$ cat config.mk
export PLATFORM = sky130hd
export DESIGN_NAME = polyline_ribbon_extruder
export DESIGN_NICKNAME = d
export VERILOG_FILES = /design/src/pre_pkg.sv /design/src/polyline_ribbon_extruder.sv /design/src/pre_ctrl.sv /design/src/pre_dp.sv
export SDC_FILE = /design/constraint.sdc
export NUM_CORES = 2
export LEC_CHECK = 0
export BUFFER_PORTS_ARGS = -buffer_cell sky130_fd_sc_hd__buf_2
export CORE_AREA = 2 2 419 525
export DETAILED_ROUTE_END_ITERATION = 10
export DIE_AREA = 0 0 421 527
export HOLD_SLACK_MARGIN = 0.15
export SLEW_MARGIN = 20
export SYNTH_ARGS = -nofsm -noshare
export SYNTH_HDL_FRONTEND = slang
export SYNTH_SLANG_ARGS = --single-unit
$ cat constraint.sdc
create_clock -name aclk -period 10.95 [get_ports aclk]
set_input_delay 0.5475 -clock aclk [delete_from_list [all_inputs] [get_ports aclk]]
set_output_delay 0.5475 -clock aclk [all_outputs]
set_load 0.01 [all_outputs]
$ cat src/pre_pkg.sv
package pre_pkg;

    localparam int WIDTH_BITS = 31;
    localparam int HW_BITS    = 30;
    localparam int VERT_COUNT = 12;
    localparam int VIDX_BITS  = 4;

    localparam logic [1:0] CORNER_LS = 2'd0;
    localparam logic [1:0] CORNER_RS = 2'd1;
    localparam logic [1:0] CORNER_LE = 2'd2;
    localparam logic [1:0] CORNER_RE = 2'd3;

    localparam logic [1:0] CORNER_ORDER [VERT_COUNT] = '{
        CORNER_LS, CORNER_RS, CORNER_LE, CORNER_RS, CORNER_RE, CORNER_LE,
        CORNER_LE, CORNER_RS, CORNER_LS, CORNER_LE, CORNER_RE, CORNER_RS
    };

    typedef struct packed {
        logic                 load;
        logic                 mul_step;
        logic                 sqrt_init;
        logic                 sqrt_step;
        logic                 div_init;
        logic                 div_step;
        logic                 emit;
        logic                 commit;
        logic [VIDX_BITS-1:0] vert_idx;
    } cmd_t;

    typedef struct packed {
        logic run;
        logic len_ok;
        logic out_free;
    } status_t;

endpackage

$ cat src/polyline_ribbon_extruder.sv
// No segment (line start, no previous point, zero width): point is loaded, checked and committed.
// Segment: load, check, max(COORD_BITS+1, 30) multiply steps, sum, COORD_BITS+2 square root steps,
//   length check, 30 divide steps, 12 vertices at one per cycle when m_tready allows, commit.
// The bit-serial square root and the two 30-step dividers set the segment time.
// One point is taken at a time; the next is accepted while the last vertex waits on m_tready.
// Reset (aresetn low, synchronous) clears the width to 0 and forgets the previous point.
module polyline_ribbon_extruder #(
    parameter int COORD_BITS = 32,
    parameter int FRAC_BITS  = 16
) (
    input  logic                                    aclk,
    input  logic                                    aresetn,
    input  logic                                    s_tvalid,
    output logic                                    s_tready,
    // point_x, point_y, point_z
    input  logic [((3*COORD_BITS+7)/8)*8-1:0]       s_tdata,
    // line_start
    input  logic                                    s_tuser,
    input  logic                                    cfg_valid,
    output logic                                    cfg_ready,
    input  logic [pre_pkg::WIDTH_BITS-1:0]          cfg_data,
    output logic                                    m_tvalid,
    input  logic                                    m_tready,
    // vertex_x, vertex_y, vertex_z
    output logic [((3*COORD_BITS+7)/8)*8-1:0]       m_tdata,
    // corner_id
    output logic [1:0]                              m_tuser,
    output logic                                    m_tlast
);
    import pre_pkg::*;

    localparam int C  = COORD_BITS;
    localparam int DW = ((3 * C + 7) / 8) * 8;

    cmd_t          cmd;
    status_t       status;
    logic [C-1:0]  vx, vy, vz;

    assign cfg_ready = 1'b1;

    pre_ctrl #(
        .COORD_BITS (COORD_BITS)
    ) u_ctrl (
        .aclk     (aclk),
        .aresetn  (aresetn),
        .s_tvalid (s_tvalid),
        .s_tready (s_tready),
        .status   (status),
        .cmd      (cmd)
    );

    pre_dp #(
        .COORD_BITS (COORD_BITS),
        .FRAC_BITS  (FRAC_BITS)
    ) u_dp (
        .aclk       (aclk),
        .aresetn    (aresetn),
        .in_x       (s_tdata[C-1:0]),
        .in_y       (s_tdata[2*C-1:C]),
        .in_z       (s_tdata[3*C-1:2*C]),
        .in_start   (s_tuser),
        .cfg_valid  (cfg_valid),
        .cfg_data   (cfg_data),
        .cmd        (cmd),
        .status     (status),
        .out_valid  (m_tvalid),
        .out_ready  (m_tready),
        .out_x      (vx),
        .out_y      (vy),
        .out_z      (vz),
        .out_corner (m_tuser),
        .out_last   (m_tlast)
    );

    assign m_tdata = DW'({vz, vy, vx});

endmodule

$ cat src/pre_ctrl.sv
module pre_ctrl #(
    parameter int COORD_BITS = 32
) (
    input  logic             aclk,
    input  logic             aresetn,
    input  logic             s_tvalid,
    output logic             s_tready,
    input  pre_pkg::status_t status,
    output pre_pkg::cmd_t    cmd
);
    import pre_pkg::*;

    localparam int AW      = COORD_BITS + 1;
    localparam int SQ      = COORD_BITS + 2;
    localparam int MC      = (AW > HW_BITS) ? AW : HW_BITS;
    localparam int CNT_MAX = (SQ > VERT_COUNT) ? SQ : VERT_COUNT;
    localparam int CW      = $clog2(CNT_MAX + 1);

    localparam logic [3:0] ST_IDLE   = 4'd0;
    localparam logic [3:0] ST_CHECK  = 4'd1;
    localparam logic [3:0] ST_MUL    = 4'd2;
    localparam logic [3:0] ST_SUM    = 4'd3;
    localparam logic [3:0] ST_SQRT   = 4'd4;
    localparam logic [3:0] ST_LEN    = 4'd5;
    localparam logic [3:0] ST_DIV    = 4'd6;
    localparam logic [3:0] ST_EMIT   = 4'd7;
    localparam logic [3:0] ST_COMMIT = 4'd8;

    logic [3:0]    state_reg, state_next;
    logic [CW-1:0] cnt_reg, cnt_next;

    assign s_tready = (state_reg == ST_IDLE);

    always_comb begin
        state_next   = state_reg;
        cnt_next     = cnt_reg;
        cmd          = '0;
        cmd.vert_idx = cnt_reg[VIDX_BITS-1:0];
        case (state_reg)
            ST_IDLE: begin
                if (s_tvalid) begin
                    cmd.load   = 1'b1;
                    state_next = ST_CHECK;
                end
            end
            ST_CHECK: begin
                cnt_next   = '0;
                state_next = status.run ? ST_MUL : ST_COMMIT;
            end
            ST_MUL: begin
                cmd.mul_step = 1'b1;
                cnt_next     = cnt_reg + 1'b1;
                if (cnt_reg == CW'(MC - 1)) begin
                    cnt_next   = '0;
                    state_next = ST_SUM;
                end
            end
            ST_SUM: begin
                cmd.sqrt_init = 1'b1;
                state_next    = ST_SQRT;
            end
            ST_SQRT: begin
                cmd.sqrt_step = 1'b1;
                cnt_next      = cnt_reg + 1'b1;
                if (cnt_reg == CW'(SQ - 1)) begin
                    cnt_next   = '0;
                    state_next = ST_LEN;
                end
            end
            ST_LEN: begin
                cmd.div_init = 1'b1;
                state_next   = status.len_ok ? ST_DIV : ST_COMMIT;
            end
            ST_DIV: begin
                cmd.div_step = 1'b1;
                cnt_next     = cnt_reg + 1'b1;
                if (cnt_reg == CW'(HW_BITS - 1)) begin
                    cnt_next   = '0;
                    state_next = ST_EMIT;
                end
            end
            ST_EMIT: begin
                if (status.out_free) begin
                    cmd.emit = 1'b1;
                    cnt_next = cnt_reg + 1'b1;
                    if (cnt_reg == CW'(VERT_COUNT - 1)) begin
                        cnt_next   = '0;
                        state_next = ST_COMMIT;
                    end
                end
            end
            ST_COMMIT: begin
                cmd.commit = 1'b1;
                state_next = ST_IDLE;
            end
            default: begin
                state_next = ST_IDLE;
            end
        endcase
    end

    always_ff @(posedge aclk) begin
        if (!aresetn) begin
            state_reg <= ST_IDLE;
            cnt_reg   <= '0;
        end else begin
            state_reg <= state_next;
            cnt_reg   <= cnt_next;
        end
    end

    a_emit_free: assert property (@(posedge aclk) disable iff (!aresetn)
        cmd.emit |-> status.out_free)
        else $error("vertex issued into a full output register");

    a_one_step: assert property (@(posedge aclk) disable iff (!aresetn)
        $onehot0({cmd.mul_step, cmd.sqrt_step, cmd.div_step, cmd.emit, cmd.load}))
        else $error("more than one datapath step in a cycle");

    a_commit_idle: assert property (@(posedge aclk) disable iff (!aresetn)
        cmd.commit |=> s_tready)
        else $error("commit not followed by idle");

    a_load_check: assert property (@(posedge aclk) disable iff (!aresetn)
        cmd.load |=> (state_reg == ST_CHECK) && !s_tready)
        else $error("accepted word not followed by check");

endmodule

$ cat src/pre_dp.sv
module pre_dp #(
    parameter int COORD_BITS = 32,
    parameter int FRAC_BITS  = 16
) (
    input  logic                                aclk,
    input  logic                                aresetn,
    input  logic [COORD_BITS-1:0]               in_x,
    input  logic [COORD_BITS-1:0]               in_y,
    input  logic [COORD_BITS-1:0]               in_z,
    input  logic                                in_start,
    input  logic                                cfg_valid,
    input  logic [pre_pkg::WIDTH_BITS-1:0]      cfg_data,
    input  pre_pkg::cmd_t                       cmd,
    output pre_pkg::status_t                    status,
    output logic                                out_valid,
    input  logic                                out_ready,
    output logic [COORD_BITS-1:0]               out_x,
    output logic [COORD_BITS-1:0]               out_y,
    output logic [COORD_BITS-1:0]               out_z,
    output logic [1:0]                          out_corner,
    output logic                                out_last
);
    import pre_pkg::*;

    localparam int C       = COORD_BITS;
    localparam int AW      = C + 1;
    localparam int SQW     = 2 * AW;
    localparam int SQ      = C + 2;
    localparam int RW      = 2 * SQ;
    localparam int PW      = AW + HW_BITS;
    localparam int LW      = C + 1;
    localparam int SW      = ((C > WIDTH_BITS) ? C : WIDTH_BITS) + 2;
    localparam int MIN_LEN = ((2 ** FRAC_BITS) + 9999) / 10000;

    logic [WIDTH_BITS-1:0] width_reg;
    logic                  have_prev_reg;
    logic                  run_reg;
    logic signed [C-1:0]   prev_x_reg, prev_y_reg, prev_z_reg;
    logic signed [C-1:0]   cur_x_reg, cur_y_reg, cur_z_reg;
    logic                  dx_neg_reg, dz_neg_reg;

    logic [SQW-1:0]        sqx_acc_reg, sqx_mc_reg, sqz_acc_reg, sqz_mc_reg;
    logic [AW-1:0]         sqx_mp_reg, sqz_mp_reg;
    logic [PW-1:0]         hwx_acc_reg, hwx_mc_reg, hwz_acc_reg, hwz_mc_reg;
    logic [HW_BITS-1:0]    hwx_mp_reg, hwz_mp_reg;

    logic [RW-1:0]         rad_reg;
    logic [SQ+1:0]         srem_reg;
    logic [SQ-1:0]         root_reg;

    logic [LW-1:0]         drx_rem_reg, drz_rem_reg;
    logic [HW_BITS-1:0]    drx_lo_reg, drz_lo_reg, qx_reg, qz_reg;

    logic                  ov_reg;
    logic [C-1:0]          ox_reg, oy_reg, oz_reg;
    logic [1:0]            oc_reg;
    logic                  ol_reg;

    logic signed [AW-1:0]  dx, dz;
    logic [AW-1:0]         adx, adz;
    logic [HW_BITS-1:0]    hw;
    logic [SQ+1:0]         srem_sh, strial;
    logic                  sge;
    logic [LW:0]           tx, tz;
    logic                  gx, gz;
    logic [LW-1:0]         len;
    logic signed [SW-1:0]  nx, nz, bx, bz, vx, vz, vmax, vmin;
    logic [1:0]            corner;
    logic [C-1:0]          sat_x, sat_z, vy;

    assign hw  = width_reg[WIDTH_BITS-1:1];
    assign dx  = AW'(signed'(in_x)) - AW'(signed'(prev_x_reg));
    assign dz  = AW'(signed'(in_z)) - AW'(signed'(prev_z_reg));
    assign adx = dx[AW-1] ? AW'(-dx) : AW'(dx);
    assign adz = dz[AW-1] ? AW'(-dz) : AW'(dz);

    assign srem_sh = {srem_reg[SQ-1:0], rad_reg[RW-1:RW-2]};
    assign strial  = {root_reg, 2'b01};
    assign sge     = (srem_sh >= strial);

    assign len = root_reg[LW-1:0];
    assign tx  = {drx_rem_reg, drx_lo_reg[HW_BITS-1]};
    assign tz  = {drz_rem_reg, drz_lo_reg[HW_BITS-1]};
    assign gx  = (tx >= {1'b0, len});
    assign gz  = (tz >= {1'b0, len});

    assign nx = dz_neg_reg ? SW'(signed'({1'b0, qz_reg})) : -SW'(signed'({1'b0, qz_reg}));
    assign nz = dx_neg_reg ? -SW'(signed'({1'b0, qx_reg})) : SW'(signed'({1'b0, qx_reg}));

    assign corner = CORNER_ORDER[cmd.vert_idx];
    assign bx     = corner[1] ? SW'(cur_x_reg) : SW'(prev_x_reg);
    assign bz     = corner[1] ? SW'(cur_z_reg) : SW'(prev_z_reg);
    assign vy     = corner[1] ? cur_y_reg : prev_y_reg;
    assign vx     = corner[0] ? bx - nx : bx + nx;
    assign vz     = corner[0] ? bz - nz : bz + nz;
    assign vmax   = SW'((64'sd1 <<< (C - 1)) - 64'sd1);
    assign vmin   = -vmax - SW'(1);
    assign sat_x  = (vx > vmax) ? C'(vmax) : ((vx < vmin) ? C'(vmin) : C'(vx));
    assign sat_z  = (vz > vmax) ? C'(vmax) : ((vz < vmin) ? C'(vmin) : C'(vz));

    assign status.run      = run_reg;
    assign status.len_ok   = (root_reg >= SQ'(MIN_LEN));
    assign status.out_free = !ov_reg || out_ready;

    always_ff @(posedge aclk) begin
        if (!aresetn) begin
            width_reg     <= '0;
            have_prev_reg <= 1'b0;
            run_reg       <= 1'b0;
            ov_reg        <= 1'b0;
        end else begin
            if (cfg_valid) begin
                width_reg <= cfg_data;
            end
            if (cmd.load) begin
                run_reg <= !in_start && have_prev_reg && (width_reg != '0);
            end
            if (cmd.commit) begin
                have_prev_reg <= 1'b1;
            end
            if (cmd.emit) begin
                ov_reg <= 1'b1;
            end else if (out_ready) begin
                ov_reg <= 1'b0;
            end
        end
    end

    always_ff @(posedge aclk) begin
        if (cmd.load) begin
            cur_x_reg   <= in_x;
            cur_y_reg   <= in_y;
            cur_z_reg   <= in_z;
            dx_neg_reg  <= dx[AW-1];
            dz_neg_reg  <= dz[AW-1];
            sqx_acc_reg <= '0;
            sqz_acc_reg <= '0;
            hwx_acc_reg <= '0;
            hwz_acc_reg <= '0;
            sqx_mc_reg  <= SQW'(adx);
            sqz_mc_reg  <= SQW'(adz);
            sqx_mp_reg  <= adx;
            sqz_mp_reg  <= adz;
            hwx_mc_reg  <= PW'(adx);
            hwz_mc_reg  <= PW'(adz);
            hwx_mp_reg  <= hw;
            hwz_mp_reg  <= hw;
        end
        if (cmd.mul_step) begin
            if (sqx_mp_reg[0]) sqx_acc_reg <= sqx_acc_reg + sqx_mc_reg;
            if (sqz_mp_reg[0]) sqz_acc_reg <= sqz_acc_reg + sqz_mc_reg;
            if (hwx_mp_reg[0]) hwx_acc_reg <= hwx_acc_reg + hwx_mc_reg;
            if (hwz_mp_reg[0]) hwz_acc_reg <= hwz_acc_reg + hwz_mc_reg;
            sqx_mc_reg <= sqx_mc_reg << 1;
            sqz_mc_reg <= sqz_mc_reg << 1;
            hwx_mc_reg <= hwx_mc_reg << 1;
            hwz_mc_reg <= hwz_mc_reg << 1;
            sqx_mp_reg <= sqx_mp_reg >> 1;
            sqz_mp_reg <= sqz_mp_reg >> 1;
            hwx_mp_reg <= hwx_mp_reg >> 1;
            hwz_mp_reg <= hwz_mp_reg >> 1;
        end
        if (cmd.sqrt_init) begin
            rad_reg  <= RW'(sqx_acc_reg) + RW'(sqz_acc_reg);
            srem_reg <= '0;
            root_reg <= '0;
        end
        if (cmd.sqrt_step) begin
            rad_reg  <= rad_reg << 2;
            srem_reg <= sge ? (srem_sh - strial) : srem_sh;
            root_reg <= {root_reg[SQ-2:0], sge};
        end
        if (cmd.div_init) begin
            drx_rem_reg <= hwx_acc_reg[PW-1:HW_BITS];
            drz_rem_reg <= hwz_acc_reg[PW-1:HW_BITS];
            drx_lo_reg  <= hwx_acc_reg[HW_BITS-1:0];
            drz_lo_reg  <= hwz_acc_reg[HW_BITS-1:0];
            qx_reg      <= '0;
            qz_reg      <= '0;
        end
        if (cmd.div_step) begin
            drx_rem_reg <= gx ? LW'(tx - {1'b0, len}) : tx[LW-1:0];
            drz_rem_reg <= gz ? LW'(tz - {1'b0, len}) : tz[LW-1:0];
            drx_lo_reg  <= drx_lo_reg << 1;
            drz_lo_reg  <= drz_lo_reg << 1;
            qx_reg      <= {qx_reg[HW_BITS-2:0], gx};
            qz_reg      <= {qz_reg[HW_BITS-2:0], gz};
        end
        if (cmd.emit) begin
            ox_reg <= sat_x;
            oy_reg <= vy;
            oz_reg <= sat_z;
            oc_reg <= corner;
            ol_reg <= (cmd.vert_idx == VIDX_BITS'(VERT_COUNT - 1));
        end
        if (cmd.commit) begin
            prev_x_reg <= cur_x_reg;
            prev_y_reg <= cur_y_reg;
            prev_z_reg <= cur_z_reg;
        end
    end

    assign out_valid  = ov_reg;
    assign out_x      = ox_reg;
    assign out_y      = oy_reg;
    assign out_z      = oz_reg;
    assign out_corner = oc_reg;
    assign out_last   = ol_reg;

    a_emit_after_len: assert property (@(posedge aclk) disable iff (!aresetn)
        cmd.emit |-> run_reg && status.len_ok)
        else $error("vertex issued for a skipped segment");

    a_commit_flag: assert property (@(posedge aclk) disable iff (!aresetn)
        cmd.commit |=> have_prev_reg)
        else $error("previous point not marked after commit");

    a_out_load: assert property (@(posedge aclk) disable iff (!aresetn)
        cmd.emit |=> ov_reg)
        else $error("output register not loaded");

endmodule
# After elaboration in Yosys (flattened, before gate mapping)
# Memories as Yosys holds them, arrays and structs flattened.
# Index checks and enable logic that the tools add are counted.
[word_totals]
register_bits = 1298
rom_bits = 32
input_bits = 133
output_inout_bits = 102
wordCells = 198
mem_count = 1
[mem_list]
columns = ["memory", "depth", "width", "read_ports", "rd_clocked_by_memory_dff", "wr", "line", "source"]
rows = [
  ["(no name shown)", 16, 2, 1, 0, 0, "pre_dp.sv:90", "assign corner = CORNER_ORDER[cmd.vert_idx];"],
]
[op_classes]
n_addsub = 19
n_lt_le_gt_ge = 9
eq_ne = 19
muxes = 87
bitwise_logic = 1
reduce_logical = 14
[ops]
columns = ["cell", "count"]
rows = [
  ["66-bit 2-to-1 mux", 10],
  ["63-bit 2-to-1 mux", 10],
  ["34-bit 2-to-1 mux", 11],
  ["33-bit 2-to-1 mux", 8],
  ["32-bit 2-to-1 mux", 7],
  ["30-bit 2-to-1 mux", 7],
  ["68-bit 2-to-1 mux", 2],
  ["66-bit adder", 2],
  ["63-bit adder", 2],
  ["34-bit subtractor", 3],
  ["29-bit 2-to-1 mux", 3],
  ["34-bit adder", 2],
  ["34-bit by 33-bit greater-or-equal comparator with 1-bit output", 2],
  ["34-bit by 32-bit > comparator with 1-bit output, second input constant", 2],
  ["34-bit by 32-bit less-than comparator with 1-bit output, second input constant", 2],
  ["30-bit negator with 34-bit output", 2],
  ["66-bit by 66-bit adder with 67-bit output", 1],
  ["33-bit negator", 2],
  ["32-bit by 32-bit subtractor with 33-bit output", 2],
  ["33-bit subtractor", 2],
  ["36-bit greater-or-equal comparator", 1],
  ["34-bit by 3-bit greater-or-equal comparator with 1-bit output, second input constant", 1],
  ["4-bit 2-to-1 mux", 8],
  ["4-bit case mux with 8 select lines", 1],
  ["other kinds (25)", 56],
]

# Depth between registers and ports, before layout
[depth]
word_depth = 9
depth_mapped = 27

# Modules after synthesis
# A second synthesis with hierarchy kept.
[unflattened]
hier_cells = 8292
hier_area_um2 = 76484.6
[by_module_without_submodules]
columns = ["mod", "instances", "cells_each", "area_each_um2", "seq_area_each_um2"]
rows = [
  ["pre_dp", 1, 8193, 75692.6, 31069.8],
  ["pre_ctrl", 1, 97, 780.7, 200.2],
  ["polyline_ribbon_extruder", 1, 2, 11.3, 0.0],
]

# Worst setup path after synthesis
# OpenSTA, ideal clock, no wires.
[synth_timing]
path_kind = "register to register"
start = "register u_ctrl.state_reg[0]"
end = "register u_dp.hwx_mc_reg[10] (enable)"
setup_ns = 0.593
t_arrival_ns = 6.469
t_required_ns = 10.357
path_slack_ns = 3.889
stages_incl_launch_ff = 7
n_path_buf = 3
synth_period_minus_slack_ns = 7.061
path_cell_list = "dfxtp_1 clkbuf_1 nor4_1 nand2_1 clkbuf_1 clkbuf_1 nand2_1"
[synth_between]
elab_chain_cells = 3
elab_cells_between_ends = 5
[synth_rtl]
columns = ["element", "line", "source"]
rows = [
  ["from (decl)", "pre_ctrl.sv:29", "logic [3:0] state_reg, state_next;"],
  ["from (signal assigned)", "pre_ctrl.sv:107", "state_reg <= state_next;"],
  ["4-bit zero test", "--", ""],
  ["net s_tready", "polyline_ribbon_extruder.sv:14", "output logic s_tready,"],
  ["1-bit 2-to-1 mux", "pre_ctrl.sv:39", "case (state_reg)"],
  ["2-bit nonzero test (no line)", "--", ""],
  ["to (signal assigned)", "pre_dp.sv:144", "hwx_mc_reg <= PW'(adx);"],
  ["to (signal assigned)", "pre_dp.sv:156", "hwx_mc_reg <= hwx_mc_reg << 1;"],
  ["to (decl)", "pre_dp.sv:44", "logic [PW-1:0] hwx_acc_reg, hwx_mc_reg, hwz_acc_reg, hwz_mc_reg;"],
]
# The timed path passes the listed nets, and every way through them passes these cells.
# A chain may end at the register's enable or synchronous reset.

# Worst setup path after layout
[layout_timing]
start = "register u_dp.qx_reg[0]"
end = "register u_dp.oz_reg[3], in the netlist u_dp.out_z[3] (data pin)"
[layout_between]
elab_chain_cells = 6
elab_cells_between_ends = 8
[layout_rtl]
columns = ["element", "line", "source"]
rows = [
  ["from (decl)", "pre_dp.sv:52", "logic [HW_BITS-1:0] drx_lo_reg, drz_lo_reg, qx_reg, qz_reg;"],
  ["from (signal assigned)", "pre_dp.sv:186", "qx_reg <= {qx_reg[HW_BITS-2:0], gx};"],
  ["30-bit negator with 34-bit output", "pre_dp.sv:88", "assign nz = dx_neg_reg ? -SW'(signed'({1'b0, qx_reg})) : SW'(signed'({1'b0, qx_reg}));"],
  ["34-bit 2-to-1 mux (*)", "pre_dp.sv:88", ""],
  ["34-bit adder / 34-bit subtractor (equally long branches)", "pre_dp.sv:95", "assign vz = corner[0] ? bz - nz : bz + nz;"],
  ["34-bit 2-to-1 mux (*)", "pre_dp.sv:95", ""],
  ["34-bit by 32-bit less-than comparator with 1-bit output", "pre_dp.sv:99", "assign sat_z = (vz > vmax) ? C'(vmax) : ((vz < vmin) ? C'(vmin) : C'(vz));"],
  ["32-bit 2-to-1 mux", "pre_dp.sv:99", ""],
  ["to (signal assigned)", "pre_dp.sv:192", "oz_reg <= sat_z;"],
  ["to (decl)", "pre_dp.sv:55", "logic [C-1:0] ox_reg, oy_reg, oz_reg;"],
]
# Mark *: on every way between the ends. The rest lies on a longest branch, timed or not.

==> flow_metrics.py <==
metrics = {
    "global_route": {
        "grt_busiest_layer": "met2",
        "gr-usage-all-layers_pct": 19.57,
        "met3_usage_pct": 2.285,
        "overflow": 0,
        "antenna_found_initial": 5,
        "grt_pass1_wl_mm": 351.3,
        "grt_pass1_vias": 62870,
        "met2_usage_pct": 34.57,
        "grt_use_met1_pct": 24.17,
        "grt_max_degree": 88,
    },
    "synthesis": {
        "synth_top_area_share_pct": 32.28,
        "synthCells": 8345,
        "synth.largest_area_cell": "edfxtp_1",
        "synth_warnings": 0,
        "syn_nets": 9050,
        "synth_common_cells": "nand2_1, edfxtp_1, o21ai_0",
        "yosysSeqAreaShare_pct": 40.30,
        "synth_ff_type": "edfxtp_1",
        "postSynthAreaPerCell_sq_um": 9.298,
        "yosysMostFrequentCell": "nand2_1",
        "async_flop_share_pct": 0,
        "ys_types": 106,
        "synth_edf_count": 834,
        "syn_area_sq_um": 77590,
        "synth-seq-cells": 1145,
        "netlist_top_cells_area": "edfxtp_1, ha_1, dfxtp_1, nand2_1, o21ai_0",
    },
    "sta": {
        "relSlewSlack_pct": 26.49,
        "finalMaxSlewViolations": 0,
        "min_period_ns": 6.797,
        "rsz0062_at_grt": "no",
        "finalCritPeriodShare_pct": 62.07,
        "fmax_mhz": 147.1,
        "skew_ns": 0.03542,
        "setup_viol": 0,
        "tns_ns": 0,
        "hold_violations": 0,
        "tightest_slew_ns": 1.088,
    },
    "layout": {
        "num-fill-cells": 21360,
        "largest_reg_flops": 68,
        "nets": 9207,
        "stdcell_count": 11520,
        "drive_gt1_share_pct": 8.150,
        "area_growth_pct": 12.43,
    },
    "die": {
        "die_w_um": 421,
        "start_util_pct": 35.69,
        "die_y_um": 527,
        "die_area_sq_um": 221900,
        "io_pins": 235,
        "rows": 192,
        "core_area_sq_um": 217400,
    },
    "clock_tree": {
        "cts_root_buf": "clkbuf_16",
        "clk_pin_slew_ns": 0.06,
        "cts_tree": "built",
        "cts_setup_buffers": 0,
        "numCtsBuffers": 132,
        "cts_buffer_depth": 3,
        "clkSinkCount": 1145,
        "cts.htree.levels": 4,
        "clock_latency_ns": 0.81,
    },
    "power_and_ir_drop": {
        "finalPower_mw": 20.45,
        "p_leak_nw": 35.33,
        "p_comb_share_pct": 44.6,
        "sw_frac_of_total_pct": 40.51,
        "irDropWorstVdd_v": 0.0003115,
        "power.density_nw_per_um2": 234.4,
        "clkPwrFrac_pct": 22.4,
        "pwr-share-seq_pct": 33.0,
        "intPower_mw": 12.17,
        "p_switching_mw": 8.284,
    },
    "worst_setup_path": {
        "crit_slowest_cell": "a2111oi_0",
        "critical_path_class": "flip-flop to flip-flop",
        "crit_family": "compound AO/OA/AOI/OAI gates",
        "cpPeakStageDelay_ns": 0.57,
        "startpoint_type": "flip-flop",
        "required_ns": 11.49,
        "r2r_cells": 24,
        "cp_num_buf_inv": 3,
        "end_kind": "flip-flop",
        "reg2reg_slack_ns": 4.15,
        "worst_ep_arrival_time_ns": 7.34,
        "crit_cells": 24,
        "path_cells": "inv_1 -> ha_1 -> nor4b_4 -> a21oi_1 -> xnor2_1 -> o2111ai_1 -> nor3_1 -> nand2_1 -> a211o_1 -> nand2b_1 -> nand2_1 -> xnor2_1 -> ha_1 -> a2111oi_0 -> inv_1 -> o22ai_1 -> a31oi_1 -> a21oi_1 -> o211ai_1 -> a21oi_1 -> xor2_4 -> o21ai_2 -> buf_4 -> a31o_1",
        "cp_common_cell": "a21oi_1",
        "crit_fanout": 31,
    },
    "worst_hold_path": {
        "hold_path.class": "primary input to flip-flop",
        "holdPathStages": 4,
    },
    "detailed_routing": {
        "drt-total-wl_mm": 224.9,
        "viasPerCell": 5.527,
        "wl_per_cell_um": 19.52,
        "drtIter0Drc": 4374,
        "drt_pass1_iterations": 6,
        "drc": 0,
        "vias": 63690,
        "ant_nets": 0,
    },
    "place": {
        "hpwl_mm": 168.1,
        "gp_congestion": 0.9360,
        "portBuffers": 233,
        "post-place-cells": 11150,
    },
    "outcome": {
        "status": "finished clean",
    },
    "run": {
        "maxCapViolations": 0,
    },
}
-- layout by cell type, fill, tap and decap left out, types with 125 or more instances in the layout --
cell type,count
a21oi_1,652
ha_1,561
nor3_1,125
edfxtp_1,834
and3_1,147
nand2_1,885
xnor2_1,357
xor2_1,285
inv_1,277
dfxtp_1,311
o21ai_0,656
buf_2,233
dlygate4sd3_1,128
a21o_1,387
nand3_1,125
nor2_1,515
clkbuf_16,134
-- final cells by class --
type                    count  area [sq um]  area share (%)
multi-input cells        6524         43940           50.36
repair buffers            417          2868           3.287
clock inverters            68         798.3          0.9150
flip-flops and latches   1145         31270           35.84
diodes                      1         2.502        0.002868
inverters                 282          1064           1.219
well taps                2910          3641           4.174
clock buffers             177          3659           4.194
-- final timing paths --
path / from / to
max reg2reg: u_dp.qx_reg[0] / u_dp.out_z[3]
min reg2reg: u_dp.cur_x_reg[4] / u_dp.prev_x_reg[4]
max: u_dp.qx_reg[0] / u_dp.out_z[3]
min: s_tvalid / u_ctrl.state_reg[2]
-- layer usage --
metal | vias to the layer above | part of all wire (%)
li1 | 31190 | -
met1 | 30580 | 43
met2 | 1506 | 49
met3 | 412 | 3.9
met4 | 2 | 3.9
met5 | - | 0.0036
-- cells by family after synthesis --
| group | synth area share (%) |
|---|---|
| compound gates | 21.69 |
| xor+xnor | 7.313 |
| fa+ha+maj | 9.330 |
| buf+inv | 3.328 |
| flops | 40.30 |
| mux | 2.886 |
| other cells | 0.004833 |
| simple gates | 15.14 |
-- timing repair --
action | CTS | global route
hold buffers | 128 | 0
resized for setup | 0 | 0
endpoints found under the hold margin | 128 | 0
-- worst min-delay path: cells and delay by family --
family                 cells  cell delay (ns)
AND/OR/NAND/NOR            2             0.29
AO/OA/AOI/OAI              1             0.14
buffers and inverters      1             0.12
-- power by group through the flow --
| stage | sequential, mW | combinational (mW) | clock [mW] |
|---|---|---|---|
| 4_1_cts | 6.75 | 9.10 | 4.70 |
| 3_5_place_dp | 6.83 | 8.98 | 0 |
| 5_1_grt | 6.82 | 10.1 | 4.86 |
| 2_1_floorplan | 6.56 | 6.96 | 0 |
| 6_report | 6.74 | 9.12 | 4.59 |
| 3_3_place_gp | 6.82 | 8.83 | 0 |
-- metrics by stage --
stage / utilization (%) / cell area (sq um) / hold WS [ns] / worst slack, ns
6_report: 40.13 / 87240 / 0.3422 / 4.153
3_3_place_gp: 37.48 / 81480 / 0.4250 / 4.369
4_1_cts: 40.12 / 87220 / 0.2844 / 4.245
3_5_place_dp: 37.48 / 81480 / 0.4302 / 4.279
2_1_floorplan: - / 77590 / 0.4222 / 3.889
5_1_grt: 40.13 / 87240 / 0.3556 / 3.565
Note: power is estimated with default switching activity, not from simulation.
